===== config.mk =====
export PLATFORM = sky130hd
export DESIGN_NAME = dithered_gradient_bevel_generator_unit
export DESIGN_NICKNAME = d
export VERILOG_FILES = /design/src/rtl/dgbg_pkg.sv /design/src/rtl/dgbg_mul.sv /design/src/rtl/dithered_gradient_bevel_generator_unit.sv
export VERILOG_INCLUDE_DIRS = /design/src /design/src/rtl
export SDC_FILE = /design/constraint.sdc
export NUM_CORES = 2
export LEC_CHECK = 0
export ABC_AREA = 1
export ABC_CLOCK_PERIOD_IN_PS = 8900
export BUFFER_PORTS_ARGS = -buffer_cell sky130_fd_sc_hd__buf_4
export CORE_UTILIZATION = 35
export DETAILED_ROUTE_END_ITERATION = 8
export PLACE_DENSITY = 0.54
export SLEW_MARGIN = 20
export SYNTH_ARGS = -nofsm -noshare
export SYNTH_HDL_FRONTEND = slang
export SYNTH_SLANG_ARGS = --single-unit

===== constraint.sdc =====
create_clock -name clock -period 8.9 [get_ports clock]
set_input_delay 1.335 -clock clock [delete_from_list [all_inputs] [get_ports clock]]
set_output_delay 1.335 -clock clock [all_outputs]
set_load 0.01 [all_outputs]

===== src/rtl/dithered_gradient_bevel_generator_unit_defines.svh =====
// assertion macros for the gradient bevel generator
// used by the top level only; empty bodies when SYNTHESIS is defined
`ifndef DITHERED_GRADIENT_BEVEL_GENERATOR_UNIT_DEFINES_SVH
`define DITHERED_GRADIENT_BEVEL_GENERATOR_UNIT_DEFINES_SVH

`ifndef SYNTHESIS
`define DGBG_ASSERT_IMP(label, clk, rst, ante, cons) \
   label: assert property (@(posedge clk) disable iff (rst) (ante) |-> (cons)) \
      else $error("dgbg assertion failed");
`define DGBG_ASSERT_NXT(label, clk, rst, ante, cons) \
   label: assert property (@(posedge clk) disable iff (rst) (ante) |=> (cons)) \
      else $error("dgbg assertion failed");
`else
`define DGBG_ASSERT_IMP(label, clk, rst, ante, cons)
`define DGBG_ASSERT_NXT(label, clk, rst, ante, cons)
`endif

`endif


===== src/rtl/dgbg_pkg.sv =====
// shared types, constants and helper functions of the gradient bevel generator
// no dependencies
package dgbg_pkg;

   localparam int COLOR_W = 48;
   localparam int ROWS_W  = 11;
   localparam int FLAGS_W = 4;
   localparam int CSR_W   = 64;
   localparam int CSR_AW  = 5;

   localparam logic [31:0]        LCG_MUL    = 32'd1664525;
   localparam logic [31:0]        LCG_ADD    = 32'd1013904223;
   localparam logic [7:0]         BEVEL      = 8'd32;
   localparam logic [ROWS_W-1:0]  ROWS_RESET = 11'd1;

   localparam int FLAG_TOP    = 0;
   localparam int FLAG_BOTTOM = 1;
   localparam int FLAG_LEFT   = 2;
   localparam int FLAG_RIGHT  = 3;

   typedef enum logic [1:0] {
      CSR_START_COLOR = 2'd0,
      CSR_END_COLOR   = 2'd1,
      CSR_ROWS        = 2'd2,
      CSR_BEVEL_FLAGS = 2'd3
   } csr_index_type;

   typedef enum logic [9:0] {
      ST_IDLE    = 10'b00_0000_0001,
      ST_START   = 10'b00_0000_0010,
      ST_LMUL    = 10'b00_0000_0100,
      ST_LDIVINI = 10'b00_0000_1000,
      ST_LDIV    = 10'b00_0001_0000,
      ST_LSTORE  = 10'b00_0010_0000,
      ST_DISSUE  = 10'b00_0100_0000,
      ST_DWB     = 10'b00_1000_0000,
      ST_RISSUE  = 10'b01_0000_0000,
      ST_DONE    = 10'b10_0000_0000
   } state_type;

   typedef struct packed {
      logic [31:0] a;
      logic [31:0] b;
      logic [31:0] c;
   } mul_req_type;

   function automatic logic [7:0] sat_add(input logic [7:0] v);
      logic [8:0] s;
      s = {1'b0, v} + {1'b0, BEVEL};
      return s[8] ? 8'hff : s[7:0];
   endfunction

   function automatic logic [7:0] sat_sub(input logic [7:0] v);
      return (v < BEVEL) ? 8'h00 : v - BEVEL;
   endfunction

   function automatic logic [7:0] dither_byte(input logic [15:0] ch, input logic [7:0] nz);
      logic [16:0] s;
      s = {1'b0, ch} + {9'd0, nz};
      return s[16] ? 8'hff : s[15:8];
   endfunction

endpackage


===== src/rtl/dgbg_mul.sv =====
// shared multiply-add unit: registered low 32 bits of a * b + c
// depends on dgbg_pkg
module dgbg_mul (
   input  logic                clock,
   input  dgbg_pkg::mul_req_type req,
   output logic [31:0]         product
);

   logic [31:0] prod_ff;
   logic [31:0] prod_in;

   assign prod_in = req.a * req.b + req.c;

   always_ff @(posedge clock) begin
      prod_ff <= prod_in;
   end

   assign product = prod_ff;

endmodule


===== src/rtl/dithered_gradient_bevel_generator_unit.sv =====
// dithered vertical gradient pixel generator with bevel tile variants
// at a row start the sequencer first runs three lerps (each one multiply and a 16-step divide),
//   then dithers each channel; at a row end it adds a step for the row noise
// a new transaction is accepted only once the last one has left the sequencer; the pace is
//   set by the shared 32-bit multiply-add unit and the one-bit-per-cycle divider
// reset: synchronous, clears sequencer, counters, noise, configuration, channels and rsp_valid; data regs keep
`include "dithered_gradient_bevel_generator_unit_defines.svh"
module dithered_gradient_bevel_generator_unit #(
   parameter int ROW_PIXELS = 16,
   parameter int MAX_ROWS   = 1024
) (
   input  logic                        clock,
   input  logic                        reset,
   input  logic                        req_valid,
   output logic                        req_stall,
   input  logic                        req_frame_start,
   input  logic [31:0]                 req_seed,
   output logic                        rsp_valid,
   input  logic                        rsp_stall,
   output logic [7:0]                  rsp_mid_blue,
   output logic [7:0]                  rsp_mid_green,
   output logic [7:0]                  rsp_mid_red,
   output logic [7:0]                  rsp_left_blue,
   output logic [7:0]                  rsp_left_green,
   output logic [7:0]                  rsp_left_red,
   output logic [7:0]                  rsp_right_blue,
   output logic [7:0]                  rsp_right_green,
   output logic [7:0]                  rsp_right_red,
   output logic                        rsp_row_end,
   output logic                        rsp_frame_end,
   input  logic                        csr_psel,
   input  logic                        csr_penable,
   input  logic                        csr_pwrite,
   input  logic [dgbg_pkg::CSR_AW-1:0] csr_paddr,
   input  logic [dgbg_pkg::CSR_W-1:0]  csr_pwdata,
   output logic [dgbg_pkg::CSR_W-1:0]  csr_prdata,
   output logic                        csr_pready
);

   localparam int CW = (ROW_PIXELS > 1) ? $clog2(ROW_PIXELS) : 1;
   localparam int RW = (MAX_ROWS > 1) ? $clog2(MAX_ROWS) : 1;
   localparam int HW = $clog2(MAX_ROWS + 1);
   localparam int EW = (HW > dgbg_pkg::ROWS_W) ? HW : dgbg_pkg::ROWS_W;

   // configuration
   logic [dgbg_pkg::COLOR_W-1:0] start_color_ff, start_color_in;
   logic [dgbg_pkg::COLOR_W-1:0] end_color_ff, end_color_in;
   logic [dgbg_pkg::ROWS_W-1:0]  rows_ff, rows_in;
   logic [dgbg_pkg::FLAGS_W-1:0] flags_ff, flags_in;

   // sequencer and state
   dgbg_pkg::state_type state_ff, state_in;
   logic [1:0]       ch_ff, ch_in;
   logic [3:0]       cnt_ff, cnt_in;
   logic [CW-1:0]    column_ff, column_in;
   logic [RW-1:0]    row_ff, row_in;
   logic [31:0]      noise_ff, noise_in;
   logic [31:0]      rnoise_ff, rnoise_in;
   logic [2:0][15:0] chan_ff, chan_in;
   logic [2:0][7:0]  byte_ff, byte_in;
   logic [15:0]      rem_ff, rem_in;
   logic [15:0]      quo_ff, quo_in;

   // result register
   logic             rsp_valid_ff, rsp_valid_in;
   logic [2:0][7:0]  mid_ff, mid_in;
   logic [2:0][7:0]  left_ff, left_in;
   logic [2:0][7:0]  right_ff, right_in;
   logic             row_end_ff, row_end_in;
   logic             frame_end_ff, frame_end_in;

   logic                  csr_wr;
   dgbg_pkg::csr_index_type csr_idx;
   logic [HW-1:0]         h_eff;
   logic [EW-1:0]         rows_ext;
   logic                  last_col;
   logic                  last_row;
   logic [15:0]           c1;
   logic [15:0]           c2;
   logic                  diff_neg;
   logic [15:0]           diff_abs;
   logic [16:0]           div_t;
   logic                  div_ge;
   logic signed [17:0]    lerp_q;
   logic signed [17:0]    lerp_v;
   logic [7:0]            bev_v;
   dgbg_pkg::mul_req_type mul_req;
   logic [31:0]           mul_p;

   dgbg_mul u_mul (
      .clock   (clock),
      .req     (mul_req),
      .product (mul_p)
   );

   assign csr_wr     = csr_psel && csr_penable && csr_pwrite && csr_pready;
   assign csr_idx    = dgbg_pkg::csr_index_type'(csr_paddr[4:3]);
   assign csr_pready = 1'b1;

   always_comb begin
      case (csr_idx)
         dgbg_pkg::CSR_START_COLOR: csr_prdata = 64'(start_color_ff);
         dgbg_pkg::CSR_END_COLOR:   csr_prdata = 64'(end_color_ff);
         dgbg_pkg::CSR_ROWS:        csr_prdata = 64'(rows_ff);
         dgbg_pkg::CSR_BEVEL_FLAGS: csr_prdata = 64'(flags_ff);
         default:                   csr_prdata = '0;
      endcase
   end

   // effective frame height
   always_comb begin
      rows_ext = EW'(rows_ff);
      if (rows_ff == '0) begin
         h_eff = HW'(1);
      end else if (rows_ext > EW'(MAX_ROWS)) begin
         h_eff = HW'(MAX_ROWS);
      end else begin
         h_eff = HW'(rows_ext);
      end
   end

   assign last_col = (column_ff == CW'(ROW_PIXELS - 1));
   assign last_row = (HW'(row_ff) == h_eff - HW'(1));

   assign c1       = start_color_ff[16*ch_ff +: 16];
   assign c2       = end_color_ff[16*ch_ff +: 16];
   assign diff_neg = (c2 < c1);
   assign diff_abs = diff_neg ? (c1 - c2) : (c2 - c1);

   // one restoring divide step
   assign div_t  = {rem_ff, quo_ff[15]};
   assign div_ge = (div_t >= 17'(h_eff));

   assign lerp_q = diff_neg ? -$signed({2'b00, quo_ff}) : $signed({2'b00, quo_ff});
   assign lerp_v = $signed({2'b00, c1}) + lerp_q;

   always_comb begin
      mul_req = '{a: noise_ff, b: dgbg_pkg::LCG_MUL, c: dgbg_pkg::LCG_ADD};
      case (state_ff)
         dgbg_pkg::ST_LMUL:   mul_req = '{a: 32'(diff_abs), b: 32'(row_ff), c: 32'd0};
         dgbg_pkg::ST_RISSUE,
         dgbg_pkg::ST_DONE:   mul_req = '{a: rnoise_ff, b: dgbg_pkg::LCG_MUL,
                                          c: dgbg_pkg::LCG_ADD};
         default:             mul_req = '{a: noise_ff, b: dgbg_pkg::LCG_MUL,
                                          c: dgbg_pkg::LCG_ADD};
      endcase
   end

   always_comb begin
      start_color_in = start_color_ff;
      end_color_in   = end_color_ff;
      rows_in        = rows_ff;
      flags_in       = flags_ff;
      state_in       = state_ff;
      ch_in          = ch_ff;
      cnt_in         = cnt_ff;
      column_in      = column_ff;
      row_in         = row_ff;
      noise_in       = noise_ff;
      rnoise_in      = rnoise_ff;
      chan_in        = chan_ff;
      byte_in        = byte_ff;
      rem_in         = rem_ff;
      quo_in         = quo_ff;
      rsp_valid_in   = rsp_valid_ff && rsp_stall;
      mid_in         = mid_ff;
      left_in        = left_ff;
      right_in       = right_ff;
      row_end_in     = row_end_ff;
      frame_end_in   = frame_end_ff;
      bev_v          = '0;

      if (csr_wr) begin
         case (csr_idx)
            dgbg_pkg::CSR_START_COLOR: start_color_in = csr_pwdata[47:0];
            dgbg_pkg::CSR_END_COLOR:   end_color_in   = csr_pwdata[47:0];
            dgbg_pkg::CSR_ROWS:        rows_in        = csr_pwdata[10:0];
            dgbg_pkg::CSR_BEVEL_FLAGS: flags_in       = csr_pwdata[3:0];
            default:                   flags_in       = flags_ff;
         endcase
      end

      case (state_ff)
         dgbg_pkg::ST_IDLE: begin
            if (req_valid) begin
               if (req_frame_start) begin
                  row_in    = '0;
                  column_in = '0;
                  noise_in  = req_seed;
                  rnoise_in = '0;
               end
               state_in = dgbg_pkg::ST_START;
            end
         end
         dgbg_pkg::ST_START: begin
            ch_in = '0;
            if (column_ff == '0) begin
               if (HW'(row_ff) >= h_eff) begin
                  row_in = '0;
               end
               state_in = dgbg_pkg::ST_LMUL;
            end else begin
               state_in = dgbg_pkg::ST_DISSUE;
            end
         end
         dgbg_pkg::ST_LMUL: begin
            state_in = dgbg_pkg::ST_LDIVINI;
         end
         dgbg_pkg::ST_LDIVINI: begin
            rem_in   = mul_p[31:16];
            quo_in   = mul_p[15:0];
            cnt_in   = '0;
            state_in = dgbg_pkg::ST_LDIV;
         end
         dgbg_pkg::ST_LDIV: begin
            rem_in = div_ge ? 16'(div_t - 17'(h_eff)) : div_t[15:0];
            quo_in = {quo_ff[14:0], div_ge};
            cnt_in = cnt_ff + 4'd1;
            if (cnt_ff == 4'd15) begin
               state_in = dgbg_pkg::ST_LSTORE;
            end
         end
         dgbg_pkg::ST_LSTORE: begin
            if (lerp_v < 0) begin
               chan_in[ch_ff] = 16'h0000;
            end else if (lerp_v > 18'sd65535) begin
               chan_in[ch_ff] = 16'hffff;
            end else begin
               chan_in[ch_ff] = lerp_v[15:0];
            end
            if (ch_ff == 2'd2) begin
               ch_in    = '0;
               state_in = dgbg_pkg::ST_DISSUE;
            end else begin
               ch_in    = ch_ff + 2'd1;
               state_in = dgbg_pkg::ST_LMUL;
            end
         end
         dgbg_pkg::ST_DISSUE: begin
            state_in = dgbg_pkg::ST_DWB;
         end
         dgbg_pkg::ST_DWB: begin
            noise_in       = mul_p;
            byte_in[ch_ff] = dgbg_pkg::dither_byte(chan_ff[ch_ff], mul_p[7:0]);
            if (ch_ff == 2'd2) begin
               ch_in    = '0;
               state_in = last_col ? dgbg_pkg::ST_RISSUE : dgbg_pkg::ST_DONE;
            end else begin
               ch_in    = ch_ff + 2'd1;
               state_in = dgbg_pkg::ST_DISSUE;
            end
         end
         dgbg_pkg::ST_RISSUE: begin
            // row end: fold row noise into pixel noise, then step it
            noise_in = noise_ff ^ rnoise_ff;
            state_in = dgbg_pkg::ST_DONE;
         end
         dgbg_pkg::ST_DONE: begin
            if (!rsp_valid_ff || !rsp_stall) begin
               for (int i = 0; i < 3; i++) begin
                  bev_v = byte_ff[i];
                  if (flags_ff[dgbg_pkg::FLAG_TOP] && row_ff == '0) begin
                     bev_v = dgbg_pkg::sat_add(bev_v);
                  end
                  if (flags_ff[dgbg_pkg::FLAG_BOTTOM] && last_row) begin
                     bev_v = dgbg_pkg::sat_sub(bev_v);
                  end
                  mid_in[i]   = bev_v;
                  left_in[i]  = (flags_ff[dgbg_pkg::FLAG_LEFT] && column_ff == '0) ?
                                dgbg_pkg::sat_add(bev_v) : bev_v;
                  right_in[i] = (flags_ff[dgbg_pkg::FLAG_RIGHT] && last_col) ?
                                dgbg_pkg::sat_sub(bev_v) : bev_v;
               end
               row_end_in   = last_col;
               frame_end_in = last_col && last_row;
               rsp_valid_in = 1'b1;
               if (last_col) begin
                  rnoise_in = mul_p;
                  column_in = '0;
                  row_in    = last_row ? '0 : row_ff + RW'(1);
               end else begin
                  column_in = column_ff + CW'(1);
               end
               state_in = dgbg_pkg::ST_IDLE;
            end
         end
         default: begin
            state_in = dgbg_pkg::ST_IDLE;
         end
      endcase
   end

   always_ff @(posedge clock) begin
      if (reset) begin
         start_color_ff <= '0;
         end_color_ff   <= '0;
         rows_ff        <= dgbg_pkg::ROWS_RESET;
         flags_ff       <= '0;
         state_ff       <= dgbg_pkg::ST_IDLE;
         ch_ff          <= '0;
         cnt_ff         <= '0;
         column_ff      <= '0;
         row_ff         <= '0;
         noise_ff       <= '0;
         rnoise_ff      <= '0;
         chan_ff        <= '0;
         rsp_valid_ff   <= 1'b0;
      end else begin
         start_color_ff <= start_color_in;
         end_color_ff   <= end_color_in;
         rows_ff        <= rows_in;
         flags_ff       <= flags_in;
         state_ff       <= state_in;
         ch_ff          <= ch_in;
         cnt_ff         <= cnt_in;
         column_ff      <= column_in;
         row_ff         <= row_in;
         noise_ff       <= noise_in;
         rnoise_ff      <= rnoise_in;
         chan_ff        <= chan_in;
         rsp_valid_ff   <= rsp_valid_in;
      end
   end

   always_ff @(posedge clock) begin
      byte_ff      <= byte_in;
      rem_ff       <= rem_in;
      quo_ff       <= quo_in;
      mid_ff       <= mid_in;
      left_ff      <= left_in;
      right_ff     <= right_in;
      row_end_ff   <= row_end_in;
      frame_end_ff <= frame_end_in;
   end

   assign req_stall       = (state_ff != dgbg_pkg::ST_IDLE);
   assign rsp_valid       = rsp_valid_ff;
   assign rsp_mid_blue    = mid_ff[0];
   assign rsp_mid_green   = mid_ff[1];
   assign rsp_mid_red     = mid_ff[2];
   assign rsp_left_blue   = left_ff[0];
   assign rsp_left_green  = left_ff[1];
   assign rsp_left_red    = left_ff[2];
   assign rsp_right_blue  = right_ff[0];
   assign rsp_right_green = right_ff[1];
   assign rsp_right_red   = right_ff[2];
   assign rsp_row_end     = row_end_ff;
   assign rsp_frame_end   = frame_end_ff;

   `DGBG_ASSERT_NXT(a_accept_starts, clock, reset, req_valid && !req_stall,
                    state_ff == dgbg_pkg::ST_START)
   `DGBG_ASSERT_IMP(a_div_rem_below_h, clock, reset, state_ff == dgbg_pkg::ST_LDIV,
                    17'(rem_ff) < 17'(h_eff))
   `DGBG_ASSERT_IMP(a_frame_end_on_row_end, clock, reset, rsp_valid_ff && frame_end_ff,
                    row_end_ff)
   `DGBG_ASSERT_NXT(a_done_holds_while_stalled, clock, reset,
                    state_ff == dgbg_pkg::ST_DONE && rsp_valid_ff && rsp_stall,
                    state_ff == dgbg_pkg::ST_DONE)

endmodule

---- Word level (Yosys, flattened, before mapping) ----
Index checks and enable logic that the tools add are counted.
W data, S select, Z words.
cells by class
  add/sub/neg operators ................... 24
  $mul .................................... 1
  div/mod/pow operators ................... 0
  magnitude comparators ................... 14
  equal/unequal tests ..................... 25
  shifts and indexed selects .............. 2
  mux-type cells .......................... 90
  bitwise gates (word level) .............. 4
  reductions and logical operators ........ 33
operators by type and width
  operator               number
  $mux W8                38
  $pmux W64 S4           1
  $mux W32               6
  $pmux W96 S2           1
  $mux W10               12
  $pmux W10 S10          1
  $mux W48               2
  $pmux W32 S3           1
  $shiftx A48 B7 Y16     2
  $mux W16               4
  $pmux W16 S2           2
  $pmux W32 S2           1
  $add A8 B6 Y9 const B  6
  $and A48 B48 Y48       1
  $bwmux W48             1
  $lt A8 B6 Y1 const B   6
  $not A48 Y48           1
  $or A48 B48 Y48        1
  $sub A8 B6 Y8 const B  6
  $add A32 B32 Y32       1
  $bmux W16 S2           1
  $demux W16 S2          1
  $mul A32 B32 Y32       1
  $sub A16 B16 Y16       2
  59 further kinds       94
storage, ports and cells
  register bits ........................... 416
  latch bits .............................. 0
  memory bits (writable) .................. 0
  bits in read-only memories .............. 0
  input bits .............................. 109
  output and inout port bits .............. 141
  memories ................................ 0

---- Logic depth before layout (Yosys ltp) ----
  depth after elaboration ................. 13
  gate-level depth with buffers ........... 56

---- Modules after synthesis ----
From an unflattened synthesis, not the netlist that was laid out.
unflattened totals
  cell total of the unflattened synthesis .. 5810
  area total of the unflattened synthesis .. 42469.5 um^2
by module, submodules not included
  module                                  instances  cells an instance  area an instance (um^2)
  dithered_gradient_bevel_generator_unit  1          3295               23695.2
  dgbg_mul                                1          2515               18774.3

---- Worst setup path after synthesis ----
No wires, ideal clock.
  path type ............................... flip-flop to flip-flop
  start ................................... register ch_ff[1]
  end ..................................... register u_mul.prod_ff[25] (netlist: u_mul.product[25])
  library setup time ...................... 0.072 ns
  arrival ................................. 9.708 ns
  data required time ...................... 8.828 ns
  setup slack ............................. -0.880 ns
  stages on the path, launching flop included .. 53
  clock period less this slack ............ 9.780 ns
  cell sequence ........................... dfxtp_1 inv_1 nand2_1 inv_1 clkbuf_1 clkbuf_1 clkbuf_1 a22oi_1 o21a_1 inv_1 ha_1 inv_1 fa_1 inv_1 o21ai_1 nand3_1 nand2_1 nand3_1 [17 not listed] fa_1 inv_1 ha_1 ha_1 fa_1 inv_1 fa_1 inv_1 ha_1 nand2_1 o21ai_0 a21boi_0 o21ai_0 a21oi_1 o21ai_0 a21oi_1 o21ai_0 xor2_1
on the way
  cells in the longest elaborated chain, start to end .. 6
  elaborated cells between the ends (all ways) .. 9
RTL lines
  element                                                    RTL line                                                                                      source
  start: declaration                                         dithered_gradient_bevel_generator_unit.sv:53                                                  logic [1:0] ch_ff, ch_in;
  start signal: assignment                                   dithered_gradient_bevel_generator_unit.sv:314                                                 ch_ff <= ch_in;
  $shiftx A48 B7 Y16, on equally long branches               dithered_gradient_bevel_generator_unit.sv:126, dithered_gradient_bevel_generator_unit.sv:125
  $sub A16 B16 Y16 / $lt A16 B16 Y1 (equally long branches)  dithered_gradient_bevel_generator_unit.sv:128, dithered_gradient_bevel_generator_unit.sv:127
  $mux W16 (*)                                               dithered_gradient_bevel_generator_unit.sv:128                                                 assign diff_abs = diff_neg ? (c1 - c2) : (c2 - c1);
  $pmux W96 S2 (*)                                           dithered_gradient_bevel_generator_unit.sv:139                                                 case (state_ff)
  $mul A32 B32 Y32 (*)                                       dgbg_mul.sv:12                                                                                assign prod_in = req.a * req.b + req.c;
  $add A32 B32 Y32 (*)                                       dgbg_mul.sv:12
  via u_mul.prod_in[25]                                      dgbg_mul.sv:10                                                                                logic [31:0] prod_in;
  end signal: assignment                                     dgbg_mul.sv:15                                                                                prod_ff <= prod_in;
  end: declaration                                           dgbg_mul.sv:9                                                                                 logic [31:0] prod_ff;
The timed path passes the listed nets; every way through them passes the cells marked *.
A chain may end at the register's enable or synchronous reset.

---- Final worst setup path ----
  start ................................... register ch_ff[1]
  end ..................................... register u_mul.prod_ff[24] (netlist: u_mul.product[24])
Same word-level chain as after synthesis.

==> impl_table.tex <==
\begin{tabular}{lr}
\hline
Metric & Value \\
\hline
\multicolumn{2}{l}{\textbf{STA}} \\
Crit share post-route & 101\% \\
RSZ-0062 raised after global routing & yes \\
Final Hold Violating Endpoints & 0 \\
Final max-slew violation count & 0 \\
Final setup vio count & 6 \\
Max Clk Rate & about 0.11 GHz \\
Slew headroom & roughly 33\% \\
Time the worst path needs with I/O delays and setup & 8.96 ns \\
Setup ws final & -0.0611 ns \\
Final Skew & around 0.031 ns \\
Setup TNS Final & -0.227 ns \\
Worst slew pin tran & 1.00 ns \\
\multicolumn{2}{l}{\textbf{Die}} \\
Core ar. & roughly 100000 µm² \\
Total number of placement rows & 117 \\
I/O pins & 250 \\
Chip Height & $\sim$320 µm \\
Die Area & approximately 110000 µm² \\
Effective utilization at floorplan & a little over a third \\
Chip Width & between 300 and 400 µm \\
\multicolumn{2}{l}{\textbf{Setup path}} \\
Arrival time of data at the critical path endpoint & 9.48 ns \\
Startpoint type of the worst setup path & flip-flop \\
Slowest stage cell, crit path & sky130\_fd\_sc\_hd\_\_fa\_2 \\
Peak per-stage delay on the critical path & between 0.5 and 0.6 ns \\
Category of the most critical setup path & flip-flop to flip-flop \\
Endpoint kind of the worst setup timing path & flip-flop \\
Maximum fanout encountered on the critical timing path & 8 \\
Required time of the critical path & around 9.4 ns \\
Beginning of the critical path & ch\_ff[1] \\
Reg2reg start & ch\_ff[1] \\
Cell occurring most often along the worst timing path & sky130\_fd\_sc\_hd\_\_fa\_1 \\
\multicolumn{2}{l}{\textbf{Clock network}} \\
Clock edge transition at the registers on the reported setup and hold paths & 0.06 ns \\
CTS tree & done \\
Clock tree buffer depth & 3 \\
TritonCTS buffer count & 45 \\
Htree depth & 2 \\
Clock latency reported for the late side of the worst-skew pair & 0.62 ns \\
Clk Tree Root Cell & sky130\_fd\_sc\_hd\_\_clkbuf\_16 \\
Clk sinks & roughly 420 \\
\multicolumn{2}{l}{\textbf{Placement}} \\
Total half-perimeter wirelength after legalization and detailed placement & between 90 and 100 mm \\
Count of input and output buffers & roughly 210 \\
Cells after DPL & roughly 6500 \\
Routability congestion estimate & between 0.8 and 0.9 \\
Placed cell area & 41900 µm² \\
\multicolumn{2}{l}{\textbf{Run}} \\
Maxcap violations & 0 \\
\multicolumn{2}{l}{\textbf{Global routing}} \\
Vias in the first global route & around 32000 \\
Global-route wire length before repair & 182 mm \\
Maximum number of pins on one net before global-route repair & $\sim$110 \\
Global route total overflow & 0 \\
Overall track demand over capacity in global routing & between 20 and 25\% \\
Number of antenna violations at the first check in global routing & 2 \\
\multicolumn{2}{l}{\textbf{Run status}} \\
Failing checks & negative setup slack \\
Run status & complete, but fails checks \\
\multicolumn{2}{l}{\textbf{Yosys}} \\
Most used flip-flop cell after synthesis & sky130\_fd\_sc\_hd\_\_dfxtp\_1 \\
Unique cell type count in the Yosys netlist & 65 \\
EDFF count, synth & 130 \\
Flip-flop and latch count after synthesis & 416 \\
Share of synthesized area occupied by flip-flops and latches & 26.5\% \\
Yosys synthesis warning count & 0 \\
Cell area after synthesis & between 30000 and 40000 µm² \\
Cells after synthesis & $\sim$4700 \\
Async SR Flop Fraction & 0\% \\
Syn avg cell area & approximately 7.8 µm² \\
\multicolumn{2}{l}{\textbf{Route}} \\
Router iterations before antenna repair & 6 \\
Post-route ant nets & 0 \\
Final WL & approximately 120 mm \\
Total number of vias & roughly 33000 \\
Number of DRC violations after detailed routing & 0 \\
Average detailed-routed wire length per instance & roughly 18 µm \\
Number of design-rule violations left by the first detailed-router iteration & 2360 \\
Number of vias per cell & 4.91 \\
\multicolumn{2}{l}{\textbf{Layout}} \\
Most used cells in the layout excluding fill and tap cells & 880 x sky130\_fd\_sc\_hd\_\_inv\_1, 587 x sky130\_fd\_sc\_hd\_\_nand2\_1, 564 x sky130\_fd\_sc\_hd\_\_buf\_4, 557 x sky130\_fd\_sc\_hd\_\_nor2\_1, 303 x sky130\_fd\_sc\_hd\_\_o21ai\_0 \\
Growth of design area from synthesis to finish & 25.0\% \\
Most common library cell in the layout ignoring fill and taps & sky130\_fd\_sc\_hd\_\_inv\_1 \\
Number of non-filler instances in the completed layout & 6634 \\
Cell area after layout & about 45000 µm² \\
Storage element area & roughly 9600 µm² \\
Final core area utilization & about 44\% \\
Number of fill cells & about 10000 \\
Share of final-layout standard cells stronger than drive strength 1 & a little over 20\% \\
Nets & between 5000 and 6000 \\
Total area of multi-input combinational cells & 24200 µm² \\
\multicolumn{2}{l}{\textbf{Min path}} \\
Startpoint of the worst hold path & u\_mul.product[19] \\
Path type of the worst min-delay path & flip-flop to flip-flop \\
\hline
\end{tabular}
[kinds of logic after synthesis]
group	synth area share, %
AOI/OAI and AO/OA	14.9
xor gates and xnor gates	3.28
adders and majority gates	26.3
buffers and inverters	11.9
DFF	26.5
other	0.0207
and+or+nand+nor	17.2
[layout make-up]
| type | count | area share (%) |
|---|---|---|
| clock inverter | 33 | 0.675 |
| multi-input combinational | 3211 | 53.4 |
| antenna | 2 | 0.0110 |
| tap | 1368 | 3.77 |
| clock buffer | 50 | 2.61 |
| inverter | 949 | 7.90 |
| timing repair buffer | 605 | 10.4 |
| sequential | 416 | 21.2 |
[path summary, 6_finish.rpt]
path,endpoint,cells past startpoint,slack (ns)
worst max-delay path,u_mul.product[24],47,-0.06
worst max register to register,u_mul.product[24],47,-0.06
worst min register to register,rnoise_ff[19],2,0.46
worst min-delay path,rnoise_ff[19],2,0.46
[metrics by stage]
step           hold WS, ns  worst slack [ns]
5_1_grt              0.478            -0.372
3_5_place_dp         0.457            -0.572
6_report             0.460           -0.0611
2_1_floorplan        0.439          -0.00635
3_3_place_gp         0.449            -0.536
4_1_cts              0.461           -0.0256
[critical path: cells and delay by family, from the launching register on]
| kind | cells | cell delay (ns) |
|---|---|---|
| compound gates | 13 | 1.92 |
| xor+xnor | 1 | 0.15 |
| fa+ha+maj | 10 | 4.37 |
| buf+inv | 13 | 1.25 |
| flops | 1 | 0.33 |
| simple gates | 10 | 0.82 |
[sequential cells by signal (all words and copies together) (netlist names), 10 cells and up]
signal	flops
start_color_ff	48
state_ff	10
row_ff	10
quo_ff	16
end_color_ff	48
rows_ext	11
rem_ff	16
chan_ff	48
u_mul.product	32
rnoise_ff	32
byte_ff	24
noise_ff	32
[per-layer routing]
metal | wire length (µm) | vias to the layer above | track usage [%]
met2 | 55700 | 769 | 37.4
li1 | - | 16000 | -
met5 | 0 | - | 0
met1 | 54000 | 15700 | 30.6
met3 | 5690 | 134 | 2.37
met4 | 2560 | 0 | 5.32
[what timing repair did]
| action | 4_1_cts | 5_1_grt |
|---|---|---|
| endpoints found under the setup margin | 17 | 18 |
| setup buffers | 13 | 34 |
| cloned | 0 | 1 |
| resized for setup | 148 | 272 |
| hold buffers | 0 | 0 |
| pin swaps | 60 | 153 |
[Yosys cell counts (42+ instances only)]
master / count / area [µm²]
sky130_fd_sc_hd__inv_1: 931 / 3490
sky130_fd_sc_hd__nand2_1: 632 / 2370
sky130_fd_sc_hd__nor2_1: 588 / 2210
sky130_fd_sc_hd__o21ai_0: 333 / 1670
sky130_fd_sc_hd__fa_1: 305 / 6110
sky130_fd_sc_hd__dfxtp_1: 286 / 5730
sky130_fd_sc_hd__a21oi_1: 282 / 1410
sky130_fd_sc_hd__ha_1: 274 / 3430
sky130_fd_sc_hd__nand3_1: 139 / 696
sky130_fd_sc_hd__edfxtp_1: 130 / 3900
sky130_fd_sc_hd__clkbuf_1: 128 / 480
sky130_fd_sc_hd__xor2_1: 82 / 718
sky130_fd_sc_hd__o22ai_1: 60 / 375
sky130_fd_sc_hd__xnor2_1: 52 / 455
sky130_fd_sc_hd__a22oi_1: 42 / 315
Power is left out: the tool's default activity adds up to more than one toggle a clock period on the data nets, which glitch-free logic cannot reach.
